## src/sv/pte_pkg.sv

```systemverilog
// ----------------------------------------------------------------------------
// pte_pkg
// Shared types and constants for the phasor-timed value easer.
// ----------------------------------------------------------------------------
package pte_pkg;

	localparam int CHANNEL_BITS   = 8;
	localparam int CHANNELS_DEF   = 256;
	localparam int LEVEL_BITS_DEF = 16;
	localparam int QUEUE_DEPTH    = 2;

	typedef enum logic [1:0] {
		KIND_PASS,
		KIND_FIRST,
		KIND_EASE
	} item_kind_t;

	typedef enum logic [2:0] {
		ST_IDLE,
		ST_LOOK,
		ST_SQUARE,
		ST_WEIGHT,
		ST_BLEND,
		ST_RESULT
	} back_state_t;

endpackage

```

## src/sv/pte_queue.sv

```systemverilog
// ----------------------------------------------------------------------------
// pte_queue
// Short FIFO between the classifying front and the easing back end.
// ----------------------------------------------------------------------------
module pte_queue
	import pte_pkg::*;
	#(
		parameter int DEPTH      = QUEUE_DEPTH,
		parameter int LEVEL_BITS = LEVEL_BITS_DEF
	)
	(
		input  logic                    clk,
		input  logic                    arst_n,
		input  logic                    push,
		input  item_kind_t              push_kind,
		input  logic [CHANNEL_BITS-1:0] push_ch,
		input  logic [LEVEL_BITS-1:0]   push_ph,
		input  logic [LEVEL_BITS-1:0]   push_tg,
		output logic                    full,
		input  logic                    pop,
		output item_kind_t              head_kind,
		output logic [CHANNEL_BITS-1:0] head_ch,
		output logic [LEVEL_BITS-1:0]   head_ph,
		output logic [LEVEL_BITS-1:0]   head_tg,
		output logic                    empty
	);

	localparam int PTR_W = (DEPTH > 1) ? $clog2(DEPTH) : 1;
	localparam int CNT_W = $clog2(DEPTH + 1);

	item_kind_t              kind_q [DEPTH];
	logic [CHANNEL_BITS-1:0] ch_q   [DEPTH];
	logic [LEVEL_BITS-1:0]   ph_q   [DEPTH];
	logic [LEVEL_BITS-1:0]   tg_q   [DEPTH];
	logic [PTR_W-1:0]        wr_ptr_q;
	logic [PTR_W-1:0]        rd_ptr_q;
	logic [CNT_W-1:0]        count_q;

	assign full      = count_q == CNT_W'(DEPTH);
	assign empty     = count_q == '0;
	assign head_kind = kind_q[rd_ptr_q];
	assign head_ch   = ch_q[rd_ptr_q];
	assign head_ph   = ph_q[rd_ptr_q];
	assign head_tg   = tg_q[rd_ptr_q];

	always_ff @(posedge clk) begin
		if (push) begin
			kind_q[wr_ptr_q] <= push_kind;
			ch_q[wr_ptr_q]   <= push_ch;
			ph_q[wr_ptr_q]   <= push_ph;
			tg_q[wr_ptr_q]   <= push_tg;
		end
	end

	always_ff @(posedge clk or negedge arst_n) begin
		if (!arst_n) begin
			wr_ptr_q <= '0;
			rd_ptr_q <= '0;
			count_q  <= '0;
		end else begin
			if (push) begin
				wr_ptr_q <= (wr_ptr_q == PTR_W'(DEPTH - 1)) ? '0 : wr_ptr_q + 1'b1;
			end
			if (pop) begin
				rd_ptr_q <= (rd_ptr_q == PTR_W'(DEPTH - 1)) ? '0 : rd_ptr_q + 1'b1;
			end
			if (push && !pop) begin
				count_q <= count_q + 1'b1;
			end else if (pop && !push) begin
				count_q <= count_q - 1'b1;
			end
		end
	end

endmodule

```

## config.mk

```make
export PLATFORM = sky130hd
export DESIGN_NAME = pte_queue
export DESIGN_NICKNAME = d
export VERILOG_FILES = /design/src/sv/pte_pkg.sv /design/src/sv/pte_queue.sv
export SDC_FILE = /design/constraint.sdc
export NUM_CORES = 1
export LEC_CHECK = 0
export ABC_AREA = 1
export BUFFER_PORTS_ARGS = -buffer_cell sky130_fd_sc_hd__buf_2
export CORE_ASPECT_RATIO = 1.4
export CORE_MARGIN = 3
export CORE_UTILIZATION = 45
export DETAILED_ROUTE_END_ITERATION = 16
export PLACE_DENSITY = 0.72
export SLEW_MARGIN = 10
export SYNTH_ARGS = -nofsm -noshare
export SYNTH_HDL_FRONTEND = slang
export SYNTH_SLANG_ARGS = --single-unit
```

## constraint.sdc

```tcl
create_clock -name clk -period 4.45 [get_ports clk]
set_input_delay 0.89 -clock clk [delete_from_list [all_inputs] [get_ports clk]]
set_output_delay 0.89 -clock clk [all_outputs]
set_load 0.02 [all_outputs]
```

* After elaboration in Yosys (flattened, before gate mapping)
Memories as Yosys holds them, arrays and structs flattened.
Cells that the tools add are included.
** Word-level totals
- Bits in writable memories :: 84
- Register bits after elaboration :: 4
- Memories kept :: 4
- Bits in latches :: 0
- Bits in read-only memories :: 0
- Input bits :: 46
** Memories
- ph_q :: depth 2, bits a word 16, read ports 1, clocked after memory_dff 0, wr ports 1, RTL line pte_queue.sv:33 : logic [LEVEL_BITS-1:0] ph_q [DEPTH];
- tg_q :: depth 2, bits a word 16, read ports 1, clocked after memory_dff 0, wr ports 1, RTL line pte_queue.sv:34 : logic [LEVEL_BITS-1:0] tg_q [DEPTH];
- ch_q :: depth 2, bits a word 8, read ports 1, clocked after memory_dff 0, wr ports 1, RTL line pte_queue.sv:32 : logic [CHANNEL_BITS-1:0] ch_q [DEPTH];
- kind_q :: depth 2, bits a word 2, read ports 1, clocked after memory_dff 0, wr ports 1, RTL line pte_queue.sv:31 : item_kind_t kind_q [DEPTH];
** Cells by class
- Bitwise logic cells :: 0
- Multipliers :: 0
- $add $sub $neg :: 4
- Eq/ne operators :: 1
- $lt $le $gt $ge :: 0
- Reductions and logical operators :: 6
- Shifts and indexed selects :: 0
- Mux-type cells :: 6
- Divide/modulo/power cells :: 0
** Operator list (number)
- $mux 1 :: 4
- $mux 2 :: 2
- $add 1x1->1 const B :: 2
- $add 2x1->2 const B :: 1
- $eq 2x2->1 const B :: 1
- $logic_and 1x1->1 :: 2
- $logic_not 1->1 :: 2
- $logic_not 2->1 :: 1
- $reduce_bool 2->1 :: 1
- $sub 2x1->2 const B :: 1

* Depth between registers and ports, before layout
- Depth in word-level cells :: 4
- Depth in mapped cells :: 7

* Worst setup path after synthesis
OpenSTA, ideal clock, no wires.
- Path kind :: input port to flip-flop
- Start :: input push
- End :: memory ch_q[0][0] (enable)
- Slack :: 1.311 ns
- Arrival time :: 2.696 ns
- Path buffers :: 0
- Cell stages on the path :: 2
- Required time :: 4.008 ns
- Setup time :: 0.442 ns
- Path through :: inv_1 nor2_1
** On the way
- Cells in the longest elaborated chain, start to end :: 2
** Ends and longest elaborated chain
- start: declaration :: RTL line pte_queue.sv:14 : input logic push,
- $mux 1 :: RTL line pte_queue.sv:47 : if (push) begin
- $mux 1 (not written as such) :: RTL line pte_queue.sv:49 : ch_q[wr_ptr_q] <= push_ch;
- end: declaration :: RTL line pte_queue.sv:32
Every way passes these cells.

* Worst setup path after layout
- Start :: register rd_ptr_q
- End :: output head_tg[2]
** On the way
- Cells in the longest elaborated chain, start to end :: 1
** Ends and longest elaborated chain
- start: declaration :: RTL line pte_queue.sv:36 : logic [PTR_W-1:0] rd_ptr_q;
- start signal: assignment :: RTL line pte_queue.sv:65 : rd_ptr_q <= (rd_ptr_q == PTR_W'(DEPTH - 1)) ? '0 : rd_ptr_q + 1'b1;
- $mem_v2 2x16
- end: declaration :: RTL line pte_queue.sv:24 : output logic [LEVEL_BITS-1:0] head_tg,
Every way passes these cells.

==> impl_metrics.prom <==
# TYPE chip_impl_metric gauge
chip_impl_metric{name="max_transition_margin",unit=""} 0.3863
chip_impl_metric{name="crit_path_max_incr_delay",unit="ns"} 0.94
chip_impl_metric{name="chipWidth",unit="um"} 79.89
chip_impl_metric{name="seq_area",unit="sq mm"} 0.002624
chip_impl_metric{name="viasPerCell",unit=""} 4.694
chip_impl_metric{name="synth.yosys.warnings",unit=""} 0
chip_impl_metric{name="dr.pass1.iters",unit=""} 4
chip_impl_metric{name="final-hold-violation-count",unit=""} 0
chip_impl_metric{name="syn_avg_cell_area",unit="sq um"} 22.05
chip_impl_metric{name="number_of_antenna_diodes",unit=""} 0
chip_impl_metric{name="cts.reportedPaths.clkPinSlew",unit="ns"} 0.07
chip_impl_metric{name="footprint_of_the_multi_input_gates",unit="sq um"} 706.9
chip_impl_metric{name="timing.fmax",unit="MHz"} 321.1
chip_impl_metric{name="global_route.usage.total",unit=""} 0.1350
chip_impl_metric{name="h_tree_depth",unit=""} 3
chip_impl_metric{name="synth-seq-area-share",unit=""} 0.7625
chip_impl_metric{name="report.final.setup_viol",unit=""} 0
chip_impl_metric{name="cts_max_path_buffers",unit=""} 2
chip_impl_info{name="hp-class",value="input port to async pin"} 1
chip_impl_metric{name="drt-wirelength-per-cell",unit="um"} 15.65
chip_impl_metric{name="first_global_vias",unit=""} 1729
chip_impl_metric{name="hpwl_dp",unit="um"} 3816
chip_impl_metric{name="synth_seq_cells",unit=""} 88
chip_impl_metric{name="mappedNetlistArea",unit="sq mm"} 0.003440
chip_impl_metric{name="routed_via_count",unit=""} 1657
chip_impl_metric{name="power_density",unit="mW/mm^2"} 623.6
chip_impl_metric{name="timing.critical_path.buf_inv",unit=""} 2
chip_impl_metric{name="drv_cap",unit=""} 0
chip_impl_info{name="timing.critical_path.cells",value="buf_4, mux2_4, buf_2"} 1
chip_impl_info{name="dominantRegCellSynth",value="sky130_fd_sc_hd__edfxtp_1"} 1
chip_impl_metric{name="initial_core_util",unit=""} 0.4644
chip_impl_info{name="crit_type",value="register to primary output"} 1
chip_impl_metric{name="antenna_violating_nets_post_route",unit=""} 0
chip_impl_info{name="synth_commonest_cells",value="sky130_fd_sc_hd__edfxtp_1, sky130_fd_sc_hd__mux2_4, sky130_fd_sc_hd__inv_1"} 1
chip_impl_metric{name="areaGrowthSynthToFinish",unit="%"} 18.70
chip_impl_metric{name="core_area",unit="sq mm"} 0.007407
chip_impl_metric{name="fraction_of_layout_instances_using_a_drive_strength_above_1",unit=""} 0.5703
chip_impl_metric{name="cp_data_arrival_time",unit="ns"} 2.22
chip_impl_metric{name="netlist_instances",unit=""} 156
chip_impl_metric{name="number_of_antenna_violations_at_the_first_check_in_global_routing",unit=""} 0
chip_impl_metric{name="detail_route.drc_violations",unit=""} 0
chip_impl_info{name="synth_top_area_cell",value="sky130_fd_sc_hd__edfxtp_1"} 1
chip_impl_info{name="yosysMostFrequentCell",value="sky130_fd_sc_hd__edfxtp_1"} 1
chip_impl_metric{name="required",unit="ns"} 3.56
chip_impl_info{name="ys_top_cells_by_area",value="sky130_fd_sc_hd__edfxtp_1, sky130_fd_sc_hd__mux2_4, sky130_fd_sc_hd__dfrtp_1, sky130_fd_sc_hd__buf_12, sky130_fd_sc_hd__mux2_2"} 1
chip_impl_metric{name="power.ir.vdd_worst",unit="uV"} 375.0
chip_impl_info{name="timing.critical_path.max_delay_family",value="flip-flops"} 1
chip_impl_metric{name="clk_latency",unit="ns"} 0.35
chip_impl_metric{name="gp_congestion",unit=""} 0.7402
chip_impl_metric{name="num-nets-final",unit=""} 300
chip_impl_metric{name="hold_bufs_inserted_after_cts",unit=""} 0
chip_impl_metric{name="cts.sinks",unit=""} 88
chip_impl_metric{name="crit_path_max_fanout",unit=""} 29
chip_impl_metric{name="std_cell_rows",unit=""} 37
chip_impl_metric{name="synth.lib_cells_used.distinct",unit=""} 14
chip_impl_metric{name="period_share",unit=""} 0.6998
chip_impl_info{name="cp-end-kind",value="primary output"} 1
chip_impl_metric{name="largest_net_degree_at_the_start_of_global_routing",unit=""} 43
chip_impl_metric{name="post_cts_resize_count",unit=""} 0
chip_impl_metric{name="synthDominantCellAreaShare",unit=""} 0.7334
chip_impl_metric{name="dieHeight",unit="um"} 109.4
chip_impl_metric{name="min_period",unit="ns"} 3.114
chip_impl_metric{name="finClkSkew",unit="ns"} 0.005137
chip_impl_metric{name="io_pins",unit=""} 90
chip_impl_metric{name="detail_route.wirelength",unit="um"} 5524
chip_impl_info{name="outcome",value="finished clean"} 1
chip_impl_metric{name="drtIter0Drc",unit=""} 85
chip_impl_metric{name="fin_hold_ws",unit="ns"} 0.3324
chip_impl_info{name="critPathSlowestCell",value="sky130_fd_sc_hd__dfrtp_2"} 1
chip_impl_metric{name="fillCellCount",unit=""} 620
chip_impl_info{name="grt_setup_unrepaired",value="no"} 1
chip_impl_metric{name="worst_slew_pin_slew",unit="ns"} 0.9206
chip_impl_metric{name="placement.io_buffers",unit=""} 89
chip_impl_metric{name="grt_first_pass_wirelength",unit="um"} 8328
chip_impl_info{name="cp_launch_type",value="register"} 1
chip_impl_metric{name="fin_tns_setup",unit="ns"} 0
chip_impl_metric{name="mappedNetlistNets",unit=""} 203
chip_impl_metric{name="numCtsBuffers",unit=""} 9
chip_impl_metric{name="grt_remaining_overflow",unit=""} 0
chip_impl_metric{name="cts_setup_buffers",unit=""} 0
chip_impl_metric{name="slew_viols_final",unit=""} 0
chip_impl_metric{name="final-instance-count-excl-fill",unit=""} 353
chip_impl_metric{name="die_area",unit="sq mm"} 0.008744
chip_impl_metric{name="cellLeakagePower",unit="nW"} 1.678
chip_impl_metric{name="post-place-cells",unit=""} 339
chip_impl_info{name="tritoncts",value="built"} 1
chip_impl_metric{name="number_of_flops_mapped_to_enable_cells_by_yosys",unit=""} 84
chip_impl_info{name="root_buffer",value="sky130_fd_sc_hd__clkbuf_8"} 1
chip_impl_metric{name="postSynth.asyncResetShare",unit=""} 0.04545
## per-stage QoR
stage / worst slack (ns) / util / power, W / area [sq um]
6_report: 1.336 / 0.5512 / 0.002546 / 4083
5_1_grt: 1.199 / 0.5512 / 0.002681 / 4083
4_1_cts: 1.283 / 0.5512 / 0.002581 / 4083
3_5_place_dp: 1.678 / 0.5318 / 0.002148 / 3939
3_3_place_gp: 1.674 / 0.5318 / 0.002133 / 3939
2_1_floorplan: 1.311 / - / 0.001957 / 3440
## placed cells by master (no fill, tap or decap), types with 2 or more instances in the layout
cell type,netlist,final
sky130_fd_sc_hd__nor2_1,3,2
sky130_fd_sc_hd__inv_1,7,6
sky130_fd_sc_hd__clkbuf_8,0,9
sky130_fd_sc_hd__edfxtp_1,84,84
sky130_fd_sc_hd__buf_4,0,2
sky130_fd_sc_hd__mux2_2,3,3
sky130_fd_sc_hd__mux2_4,39,39
sky130_fd_sc_hd__xor2_1,2,2
sky130_fd_sc_hd__nand2_1,5,5
sky130_fd_sc_hd__buf_2,0,89
sky130_fd_sc_hd__dfrtp_1,4,3
sky130_fd_sc_hd__clkbuf_1,0,3
## cell families (layout without fill, tap and decap cells)
kind of cell / Yosys count / in the layout / synth area share
AND/OR/NAND/NOR: 10 / 10 / 0.01200
buffers and inverters: 12 / 112 / 0.03420
adder cells (fa/ha/maj): 1 / 1 / 0.003637
flip-flops: 88 / 88 / 0.7625
XOR/XNOR: 3 / 3 / 0.007641
multiplexers: 42 / 42 / 0.1801
## path summary, 6_finish.rpt
kind                                                to  cells after the start  slack (ns)              startpoint
worst max-delay path                        head_tg[2]                      3        1.34    rd_ptr_q$_DFFE_PN0P_
worst min-delay path            count_q[1]$_DFFE_PN0P_                      1        0.33                  arst_n
worst max register to register    ch_q[0][7]$_DFFE_PP_                      2        2.77    wr_ptr_q$_DFFE_PN0P_
worst min register to register  count_q[1]$_DFFE_PN0P_                      2        0.53  count_q[1]$_DFFE_PN0P_
max in group asynchronous         rd_ptr_q$_DFFE_PN0P_                      1        3.98                  arst_n
min in group clk                count_q[1]$_DFFE_PN0P_                      2        0.53  count_q[1]$_DFFE_PN0P_
## routing by layer
| metal | routed length (um) | up-vias | global-route usage | share of wire |
|---|---|---|---|---|
| met1 | 2040 | 812 | 0.1393 | 0.37 |
| met2 | 3015 | 48 | 0.2287 | 0.55 |
| li1 | - | 787 | - | - |
| met4 | 144 | 0 | 0.09058 | 0.026 |
| met5 | 0 | - | 0 | 0 |
| met3 | 324 | 10 | 0.04672 | 0.059 |
## cell type report
class,instances,share of cell area
flip-flops and latches,88,0.6427
clock inverters,2,0.002145
repair buffers,91,0.1128
well taps,97,0.02973
inverters,7,0.006436
multi-input cells,56,0.1732
clock buffers,12,0.03310
## flip-flops by register name (all words and copies together) (netlist names)
| register | cells |
|---|---|
| kind_q | 4 |
| rd_ptr_q | 1 |
| wr_ptr_q | 1 |
| ch_q | 16 |
| tg_q | 32 |
| count_q | 2 |
| ph_q | 32 |
## power breakdown
group,internal (W),switching [W]
Sequential,0.00110,0.000117
Combinational,0.000422,0.000469
Clock,0.000194,0.000241
(Power assumes the default switching activity.)
