## src/sv/pte_pkg.sv

```systemverilog
// ----------------------------------------------------------------------------
// pte_pkg
// Shared types and constants for the phasor-timed value easer.
// ----------------------------------------------------------------------------
package pte_pkg;

	localparam int CHANNEL_BITS   = 8;
	localparam int CHANNELS_DEF   = 256;
	localparam int LEVEL_BITS_DEF = 16;
	localparam int QUEUE_DEPTH    = 2;

	typedef enum logic [1:0] {
		KIND_PASS,
		KIND_FIRST,
		KIND_EASE
	} item_kind_t;

	typedef enum logic [2:0] {
		ST_IDLE,
		ST_LOOK,
		ST_SQUARE,
		ST_WEIGHT,
		ST_BLEND,
		ST_RESULT
	} back_state_t;

endpackage

```

## src/sv/pte_in_if.sv

```systemverilog
// ----------------------------------------------------------------------------
// pte_in_if
// Tick channel: channel index, phasor position and target level.
// ----------------------------------------------------------------------------
interface pte_in_if
	import pte_pkg::*;
	#(parameter int LEVEL_BITS = LEVEL_BITS_DEF)
	();

	logic                    valid;
	logic                    ready;
	logic [CHANNEL_BITS-1:0] channel;
	logic [LEVEL_BITS-1:0]   phasor_value;
	logic [LEVEL_BITS-1:0]   target_level;

	modport source (output valid, channel, phasor_value, target_level, input ready);
	modport sink   (input valid, channel, phasor_value, target_level, output ready);

endinterface

```

## src/sv/pte_front.sv

```systemverilog
// ----------------------------------------------------------------------------
// pte_front
// Accepts ticks, classifies them (out of range, first tick, tracked) and
// keeps the per-channel seen flags.
// ----------------------------------------------------------------------------
module pte_front
	import pte_pkg::*;
	#(
		parameter int CHANNELS   = CHANNELS_DEF
	)
	(
		input  logic                    clk,
		input  logic                    arst_n,
		pte_in_if.sink                  item,
		input  logic                    q_full,
		output logic                    push,
		output item_kind_t              push_kind
	);

	localparam int SEEN_D = (CHANNELS < (1 << CHANNEL_BITS)) ? CHANNELS : (1 << CHANNEL_BITS);
	localparam int IDX_W  = (SEEN_D > 1) ? $clog2(SEEN_D) : 1;

	logic [SEEN_D-1:0] seen_q;
	logic              in_range;
	logic [IDX_W-1:0]  idx;

	assign item.ready = !q_full;
	assign push       = item.valid && !q_full;
	assign in_range   = int'(item.channel) < SEEN_D;
	assign idx        = IDX_W'(item.channel);

	always_comb begin
		if (!in_range) begin
			push_kind = KIND_PASS;
		end else if (seen_q[idx]) begin
			push_kind = KIND_EASE;
		end else begin
			push_kind = KIND_FIRST;
		end
	end

	// mark the channel at transfer time; the queue keeps order
	always_ff @(posedge clk or negedge arst_n) begin
		if (!arst_n) begin
			seen_q <= '0;
		end else if (push && in_range) begin
			seen_q[idx] <= 1'b1;
		end
	end

endmodule

```

## src/flat_wrapper.sv

```systemverilog
// flat-port wrapper written by rule: the top's interface ports become plain ports
module pte_front_flat import pte_pkg::*;
#(
		parameter int CHANNELS   = CHANNELS_DEF
	)
  (clk, arst_n, q_full, push, push_kind, item_valid, item_channel, item_phasor_value, item_target_level, item_ready);
  pte_in_if item_i ();
  input  logic clk;
  input  logic arst_n;
  input  logic q_full;
  output logic push;
  output item_kind_t push_kind;
  input wire logic [$bits(item_i.valid)-1:0] item_valid;
  input wire logic [$bits(item_i.channel)-1:0] item_channel;
  input wire logic [$bits(item_i.phasor_value)-1:0] item_phasor_value;
  input wire logic [$bits(item_i.target_level)-1:0] item_target_level;
  output wire logic [$bits(item_i.ready)-1:0] item_ready;
  assign item_i.valid = item_valid;
  assign item_i.channel = item_channel;
  assign item_i.phasor_value = item_phasor_value;
  assign item_i.target_level = item_target_level;
  assign item_ready = item_i.ready;
  pte_front #(.CHANNELS(CHANNELS)) u_core (.clk(clk), .arst_n(arst_n), .item(item_i), .q_full(q_full), .push(push), .push_kind(push_kind));
endmodule
```

## config.mk

```make
export PLATFORM = sky130hd
export DESIGN_NAME = pte_front_flat
export DESIGN_NICKNAME = d
export VERILOG_FILES = /design/src/sv/pte_pkg.sv /design/src/sv/pte_in_if.sv /design/src/sv/pte_front.sv /design/src/flat_wrapper.sv
export SDC_FILE = /design/constraint.sdc
export NUM_CORES = 1
export LEC_CHECK = 0
export BUFFER_PORTS_ARGS = -buffer_cell sky130_fd_sc_hd__clkbuf_2
export CAP_MARGIN = 20
export CORE_MARGIN = 2
export CORE_UTILIZATION = 65
export DETAILED_ROUTE_END_ITERATION = 10
export PLACE_DENSITY_LB_ADDON = 0.25
export SKIP_CTS_REPAIR_TIMING = 1
export SLEW_MARGIN = 20
export SYNTH_ARGS = -nofsm -noshare
export SYNTH_HDL_FRONTEND = slang
export SYNTH_SLANG_ARGS = --single-unit
```

## constraint.sdc

```tcl
create_clock -name clk -period 6.2 [get_ports clk]
set_input_delay 1.24 -clock clk [delete_from_list [all_inputs] [get_ports clk]]
set_output_delay 1.24 -clock clk [all_outputs]
set_load 0.01 [all_outputs]
```

## After elaboration in Yosys (flattened, before gate mapping)

Cells that the tools add are included.

| storage, ports and cells | value |
|---|---|
| logic and storage cells | 12 |
| bits in registers | 256 |
| input bits | 44 |
| output and inout bits | 4 |

| cells by class | value |
|---|---|
| multiplexer cells | 5 |
| bitwise logic cells | 1 |
| magnitude comparators | 2 |
| reduce and logical (&&, ||, !) cells | 3 |

Operator list:

| operator | number |
|---|---|
| bitwise OR 256 bit | 1 |
| less-than comparator 8 x 9 -> 1 bit, second input constant | 1 |
| binary-select mux 1 bit (select 8 bit) | 1 |
| demux 1 bit (select 8 bit) | 1 |
| greater-or-equal comparator 8 x 1 -> 1 bit, second input constant | 1 |
| logical AND 1 bit | 2 |
| 2-to-1 mux 1 bit | 2 |
| 2-to-1 mux 2 bit | 1 |
| logical NOT 1 bit | 1 |

## Logic depth before layout (Yosys ltp)

Gate-level depths: netlist of the first run.

| depth | value |
|---|---|
| word-level depth | 5 |
| depth in mapped cells | 9 |
| mapped depth without buffers | 7 |

## Worst setup path before layout of the first run

No wires, ideal clock.

| timing | value |
|---|---|
| kind | input to output |
| start | input item_channel[1] |
| end | output push_kind[1] |
| arrival | 3.377 ns |
| data required time | 4.960 ns |
| cell stages on the path | 8 |
| setup slack | 1.583 ns |
| path buffers | 2 |
| cells stage by stage | clkbuf_1 -> clkbuf_1 -> mux4_2 -> a22oi_1 -> a21oi_1 -> nor4_1 -> nor2_1 -> or4_1 |

| on the way | value |
|---|---|
| word-level cells in the longest chain between the ends | 3 |

Ends and longest elaborated chain:

| what | line | source |
|---|---|---|
| start: declaration | flat_wrapper.sv:14 | `input wire logic [$bits(item_i.channel)-1:0] item_channel;` |
| binary-select mux 1 bit (select 8 bit) | pte_front.sv:35 | `end else if (seen_q[idx]) begin` |
| 2-to-1 mux 1 bit (not written as such) | pte_front.sv:35 |  |
| 2-to-1 mux 2 bit | pte_front.sv:35 |  |
| end: declaration | flat_wrapper.sv:12 | `output item_kind_t push_kind;` |

No other way between the ends. The select of a mux whose other input is x is not followed.

## Final worst setup path of the first run

| timing | value |
|---|---|
| start | input item_channel[0] |
| end | output push_kind[1] |

The elaborated chain is that of the path after synthesis.

==> summary.md, run 1 <==
| Metric | Value |
|---|---|
| Outcome | `finished, final reports clean` |
| Setup CP Type | `primary input to output port` |
| DR WL met2 | `12300 um` |
| Power Density | `300 nW/um2` |
| DR WL met3 | `1760 um` |
| Final hold vios | `0` |
| Max reg flops | `256` |
| Max FO, Critical Path | `40` |
| R2R setup slack | `5.48 ns` |
| Worst-skew pair later-pin latency | `0.52 ns` |
| Final slew viol count | `0` |
| Clock skew | `0 ns` |
| CP Data Arrival Time | `4.36 ns` |
| Leading area contributor after synthesis | `dfrtp_1` |
| Yosys warnings | `0` |
| Mean Syn Cell Area | `13.9 um2` |
| Die W | `133 um` |
| Post-layout net count | `813` |
| Most common cell in the synthesized netlist | `dfrtp_1` |
| # IOs | `48` |
| CP Data Required Time | `4.96 ns` |
| Register area share after synthesis | `59.4%` |
| Detailed-placement wirelength estimate | `14900 um` |
| Total Wirelength | `24400 um` |
| Vias/cell | `6.75` |
| Pin count of the biggest net entering global routing | `166` |
| Yosys top cell area share | `59.4%` |
| Rel. slew slack | `21.0%` |
| Share of cells above drive strength 1 | `17.8%` |
| Initial antenna violation count | `0` |
| Leak | `0.00670 uW` |
| Hold Path Class | `register to register` |
| Full die area | `17600 um2` |
| Hold wc startpoint | `u_core.seen_q[163]` |
| WHS Endpoint | `u_core.seen_q[163]` |
| First-pass detailed-route iteration total | `7` |
| Post-Syn Instances | `775` |
| Async set-reset flop share out of synthesis | `100%` |
| Clk slew on worst S/H paths | `0.06 ns` |
| Top Registers | `u_core.seen_q (256)` |
| Worst IR Drop VDD | `0.281 mV` |
| CP Capture Type | `output port` |
| Setup TNS | `0 ns` |
| Number of DRC markers in iteration 0 | `612` |
| Met1 wire length | `9510 um` |
| CTS tree | `done` |
| First-pass GRT wire length | `39200 um` |
| # DRC | `0` |
| Via count | `6788` |
| GR Overflow Total | `0` |
| Synth Flop Type | `dfrtp_1` |
| Routed length per instance | `24.3 um` |
| Yosys reg bits | `256` |
| Max cap viols | `0` |
| Mapped Area | `10800 um2` |
| Dominant cells by area after synthesis | `dfrtp_1 (59%), mux4_2 (13%), a21o_1 (12%)` |
| PortBufs | `15` |
| Clock Sink Count | `256` |
| EDFF count, synth | `0` |
| N_diodes | `0` |
| CTS H-tree depth | `1` |
| FMAX | `0.179 GHz` |
| Synth unique cells | `28` |
| RSZ-0062 raised after global routing | `no` |
| Biggest register | `u_core.seen_q` |
| ANT nets after route | `0` |
| Initial Util | `65.7%` |
| GRT Util Overall | `28.9%` |
| R2r endpoint | `u_core.seen_q[238]` |
| Tmin final | `5.60 ns` |
| Slew @ Worst Pin | `1.18 ns` |
| CTS Buffer Depth | `3` |
| Vias in the first global route | `7145` |
| FP Rows | `47` |
| Reg2reg start | `u_core.seen_q[238]` |
| Final setup viols | `0` |
| R2R cell count | `1` |
| Top routing layer in use | `met4` |
| Area Growth Syn to Fin | `10.1%` |
| CP startpoint kind | `primary input` |
| Pwr Total | `3560 uW` |
| GPL Wtd Cong | `0.881` |
| Root Buffer | `clkbuf_16` |
| Synth top cells by count | `dfrtp_1 (256), a21o_1 (176), o21bai_1 (80)` |
| WHS Path Cells | `1` |
| CTS Buf Count | `26` |
| Post-synthesis net count | `819` |
| Die height | `133 um` |
| Final worst-path cycle share | `90.3%` |
| Core box area | `16400 um2` |
power by group:
part | switching, uW | leakage (uW) | internal, uW
Sequential | 43.6 | 0.00353 | 1750
Combinational | 140 | 0.00276 | 113
Clock | 608 | 0.000410 | 903
cells by family after synthesis:
| group | count (synthesis) | synth area share, % |
|---|---|---|
| buffers and inverters | 67 | 2.69 |
| flip-flops | 256 | 59.4 |
| AO/OA/AOI/OAI | 304 | 20.9 |
| multiplexers | 64 | 13.4 |
| AND/OR/NAND/NOR | 84 | 3.68 |
placed cells by master, fill, tap and decap left out, types with 7 or more instances in the layout:
| cell type | count |
|---|---|
| dfrtp_1 | 256 |
| a21o_1 | 176 |
| o21bai_1 | 80 |
| mux4_2 | 64 |
| a22oi_1 | 32 |
| clkbuf_16 | 27 |
| nor2_1 | 24 |
| nand2_1 | 22 |
| buf_4 | 13 |
| a21oi_1 | 12 |
| clkbuf_2 | 12 |
| nor3_1 | 8 |
| clkbuf_1 | 7 |
layer usage:
metal | global-route usage (%) | vias to the layer above
met5 | 0 | -
met4 | 10.9 | 0
met3 | 4.41 | 74
met2 | 47.8 | 318
met1 | 39.8 | 3537
li1 | - | 2859
final cells by class:
type / count / area (um2)
sequential: 256 / 6410
fill: 991 / 4530
multi-input combinational: 452 / 4100
clock buffer: 40 / 785
tap: 220 / 275
timing repair buffer: 31 / 258
clock inverter: 4 / 45.0
inverter: 2 / 7.51
worst max-delay path, stage by stage:
cell and delay [ns]:
buf_4 0.59, buf_12 0.26, mux4_2 0.51, a22oi_1 0.34, a21oi_1 0.14, nor4_1 0.46, nor3_1 0.11, or4_1 0.53
clkbuf_2 0.16
per-stage QoR:
step                worst slack, ns  cells  util, %  instance area [um2]  hold slack [ns]
finish                        0.599   1005     72.4                11900            0.450
global route                  0.454   1005     72.4                11900            0.462
CTS                           0.614   1004     72.3                11900            0.452
detailed placement            0.617    960     67.3                11000            0.439
global placement              0.691    960     67.3                11000            0.432
floorplan                      1.58    775        -                10800            0.423
how the worst max path moves through the flow:
stage | cells past startpoint | slack (ns) | end | start
6_report | 9 | 0.60 | push_kind[1] | item_channel[0]
5_1_grt | 9 | 0.45 | push_kind[1] | item_channel[0]
4_1_cts | 9 | 0.61 | push_kind[1] | item_channel[0]
3_5_place_dp | 9 | 0.62 | push_kind[1] | item_channel[0]
3_3_place_gp | 9 | 0.69 | push_kind[1] | item_channel[0]
2_1_floorplan | 8 | 1.58 | push_kind[1] | item_channel[1]
(Power assumes the default switching activity.)
==> run 2, diff against run 1 <==
--- a/config.mk
+++ b/config.mk
@@ -10,4 +10,5 @@
 export CORE_MARGIN = 2
 export CORE_UTILIZATION = 65
+export CTS_CLUSTER_SIZE = 14
 export DETAILED_ROUTE_END_ITERATION = 10
 export PLACE_DENSITY_LB_ADDON = 0.25
==> constraint.sdc (replaced) <==
create_clock -name clk -period 6.2 [get_ports clk]
set_input_delay 0.62 -clock clk [delete_from_list [all_inputs] [get_ports clk]]
set_output_delay 0.62 -clock clk [all_outputs]
set_load 0.01 [all_outputs]
==> run 2 against run 1 <==
Cell count barely moved; non-clock buffer count shrank 2; worst hold slack worse by 0.35 ns; largest power group unchanged; largest cell class unchanged; highest routed layer unchanged.
==> summary.md, run 2 (synthesized netlist as in run 1, its figures left out) <==
| Metric | Value |
|---|---|
| ANT nets after route | `0` |
| Vias in the first global route | `7500` |
| Setup CP Type | `primary input to output port` |
| Core box area | `16400 um2` |
| Commonest non-fill, non-tap cell in the layout | `dfrtp_1` |
| Initial Util | `65.7%` |
| Final hold vios | `0` |
| Rel. slew slack | `23.0%` |
| Sequential share of power | `47.7%` |
| First-pass GRT wire length | `40900 um` |
| Logic pwr share | `6.7%` |
| PortBufs | `15` |
| Max cap viols | `0` |
| Worst-skew pair later-pin latency | `0.53 ns` |
| Outcome | `finished, final reports clean` |
| GRT Util Overall | `29.9%` |
| Total Wirelength | `24900 um` |
| FMAX | `0.226 GHz` |
| Initial antenna violation count | `0` |
| Die height | `133 um` |
| CTS H-tree depth | `1` |
| # IOs | `48` |
| GPL Wtd Cong | `0.856` |
| Hold Path Class | `primary input to asynchronous set/reset pin` |
| # DRC | `0` |
| Clock Sink Count | `256` |
| Full die area | `17600 um2` |
| Pint | `2940 uW` |
| Post-layout net count | `811` |
| Pwr Total | `3760 uW` |
| RSZ-0062 raised after global routing | `no` |
| Register area | `6410 um2` |
| Root Buffer | `clkbuf_16` |
| Final slew viol count | `0` |
| Vias/cell | `6.81` |
| CTS tree | `done` |
| CTS Buf Count | `26` |
| Max FO, Critical Path | `55` |
| CTS Buffer Depth | `3` |
| FP Rows | `47` |
| Sw Ratio | `22.0%` |
| CP Data Required Time | `5.58 ns` |
| Power Density | `314 nW/um2` |
| Clk slew on worst S/H paths | `0.06 ns` |
| Tmin final | `4.43 ns` |
| Share of cells above drive strength 1 | `18.8%` |
| Top Registers | `u_core.seen_q (256)` |
| Multi-input gate area | `4110 um2` |
| CP Data Arrival Time | `3.81 ns` |
| Final worst-path cycle share | `71.5%` |
| Psw | `827 uW` |
| Most frequent cells in the layout | `dfrtp_1 (256), a21o_1 (176), o21bai_1 (80)` |
| Via count | `6850` |
| Max reg flops | `256` |
| First-pass detailed-route iteration total | `5` |
| Die W | `133 um` |
| Number of DRC markers in iteration 0 | `713` |
| Final setup viols | `0` |
| Clock power share | `45.6%` |
| Slew @ Worst Pin | `1.15 ns` |
| N_diodes | `0` |
| R2R setup slack | `5.48 ns` |
| CP startpoint kind | `primary input` |
| GR Overflow Total | `0` |
| Biggest register | `u_core.seen_q` |
| CP Capture Type | `output port` |
| Area Growth Syn to Fin | `11.0%` |
| Clock skew | `0 ns` |
| Detailed-placement wirelength estimate | `15100 um` |
| FILL cells | `996` |
| Routed length per instance | `24.8 um` |
| Worst IR Drop VDD | `0.230 mV` |
| Leak | `0.00673 uW` |
| Pin count of the biggest net entering global routing | `161` |
| Setup TNS | `0 ns` |
[run 2: changes by cell type in the layout (fill, tap and decap cells not counted), moves of 2 or more]
cell / before / now
nor2_1: 24 / 20
bufinv_16: 1 / 5
clkinv_2: 3 / 1
clkinvlp_4: 0 / 2
nor2_2: 2 / 6
buf_12: 4 / 1
clkbuf_8: 6 / 8
clkbuf_1: 7 / 4
[run 2: power by group through the flow]
| stage | Combinational, uW | Sequential (uW) | Clock [uW] |
|---|---|---|---|
| 2_1_floorplan | 171 | 1810 | 0 |
| 3_3_place_gp | 239 | 1810 | 0 |
| 3_5_place_dp | 251 | 1820 | 0 |
| 4_1_cts | 253 | 1790 | 1730 |
| 5_1_grt | 276 | 1800 | 1810 |
| 6_report | 252 | 1800 | 1720 |
[run 2: metal layers]
layer | up-vias | track usage (%) | part of all wire (%) | routed length [um]
met5 | - | 0 | 0 | 0
li1 | 2856 | - | - | -
met1 | 3633 | 41.8 | 40 | 10000
met4 | 0 | 10.4 | 3.3 | 832
met3 | 77 | 4.75 | 6.1 | 1520
met2 | 284 | 49.1 | 50 | 12500
[run 2: final cells by class]
class                           instances  area share (%)
Clock buffer                           38            6.48
Clock inverter                          9            1.56
Inverter                                2          0.0627
Multi-Input combinational cell        452            34.3
Sequential cell                       256            53.5
Tap cell                              220            2.30
Timing Repair Buffer                   29            1.75
[run 2: final timing paths]
path | from | to | depth (start not counted)
setup / recovery | item_channel[0] | push_kind[1] | 9
hold / removal | arst_n | u_core.seen_q[181] | 1
setup reg to reg | u_core.seen_q[255] | u_core.seen_q[255] | 1
hold reg to reg | u_core.seen_q[98] | u_core.seen_q[98] | 1
max in group asynchronous | arst_n | u_core.seen_q[206] | 2
min in group clk | u_core.seen_q[98] | u_core.seen_q[98] | 1
[run 2: through the flow]
step	utilization [%]	setup slack (ns)	cells	hold slack (ns)	area, um2
floorplan	-	2.82	775	0.324	10800
global placement	67.0	1.57	958	0.432	11000
detailed placement	67.0	1.59	958	0.439	11000
CTS	72.8	1.58	1005	0.137	11900
global route	73.0	1.55	1006	0.168	12000
finish	73.0	1.77	1006	0.102	12000
[run 2: critical path, stage by stage]
cell      delay, ns
buf_6          0.55
buf_4          0.46
mux4_2         0.55
a22oi_1        0.22
a21oi_1        0.10
nor4_1         0.45
nor3_1         0.12
or4_1          0.52
clkbuf_2       0.15
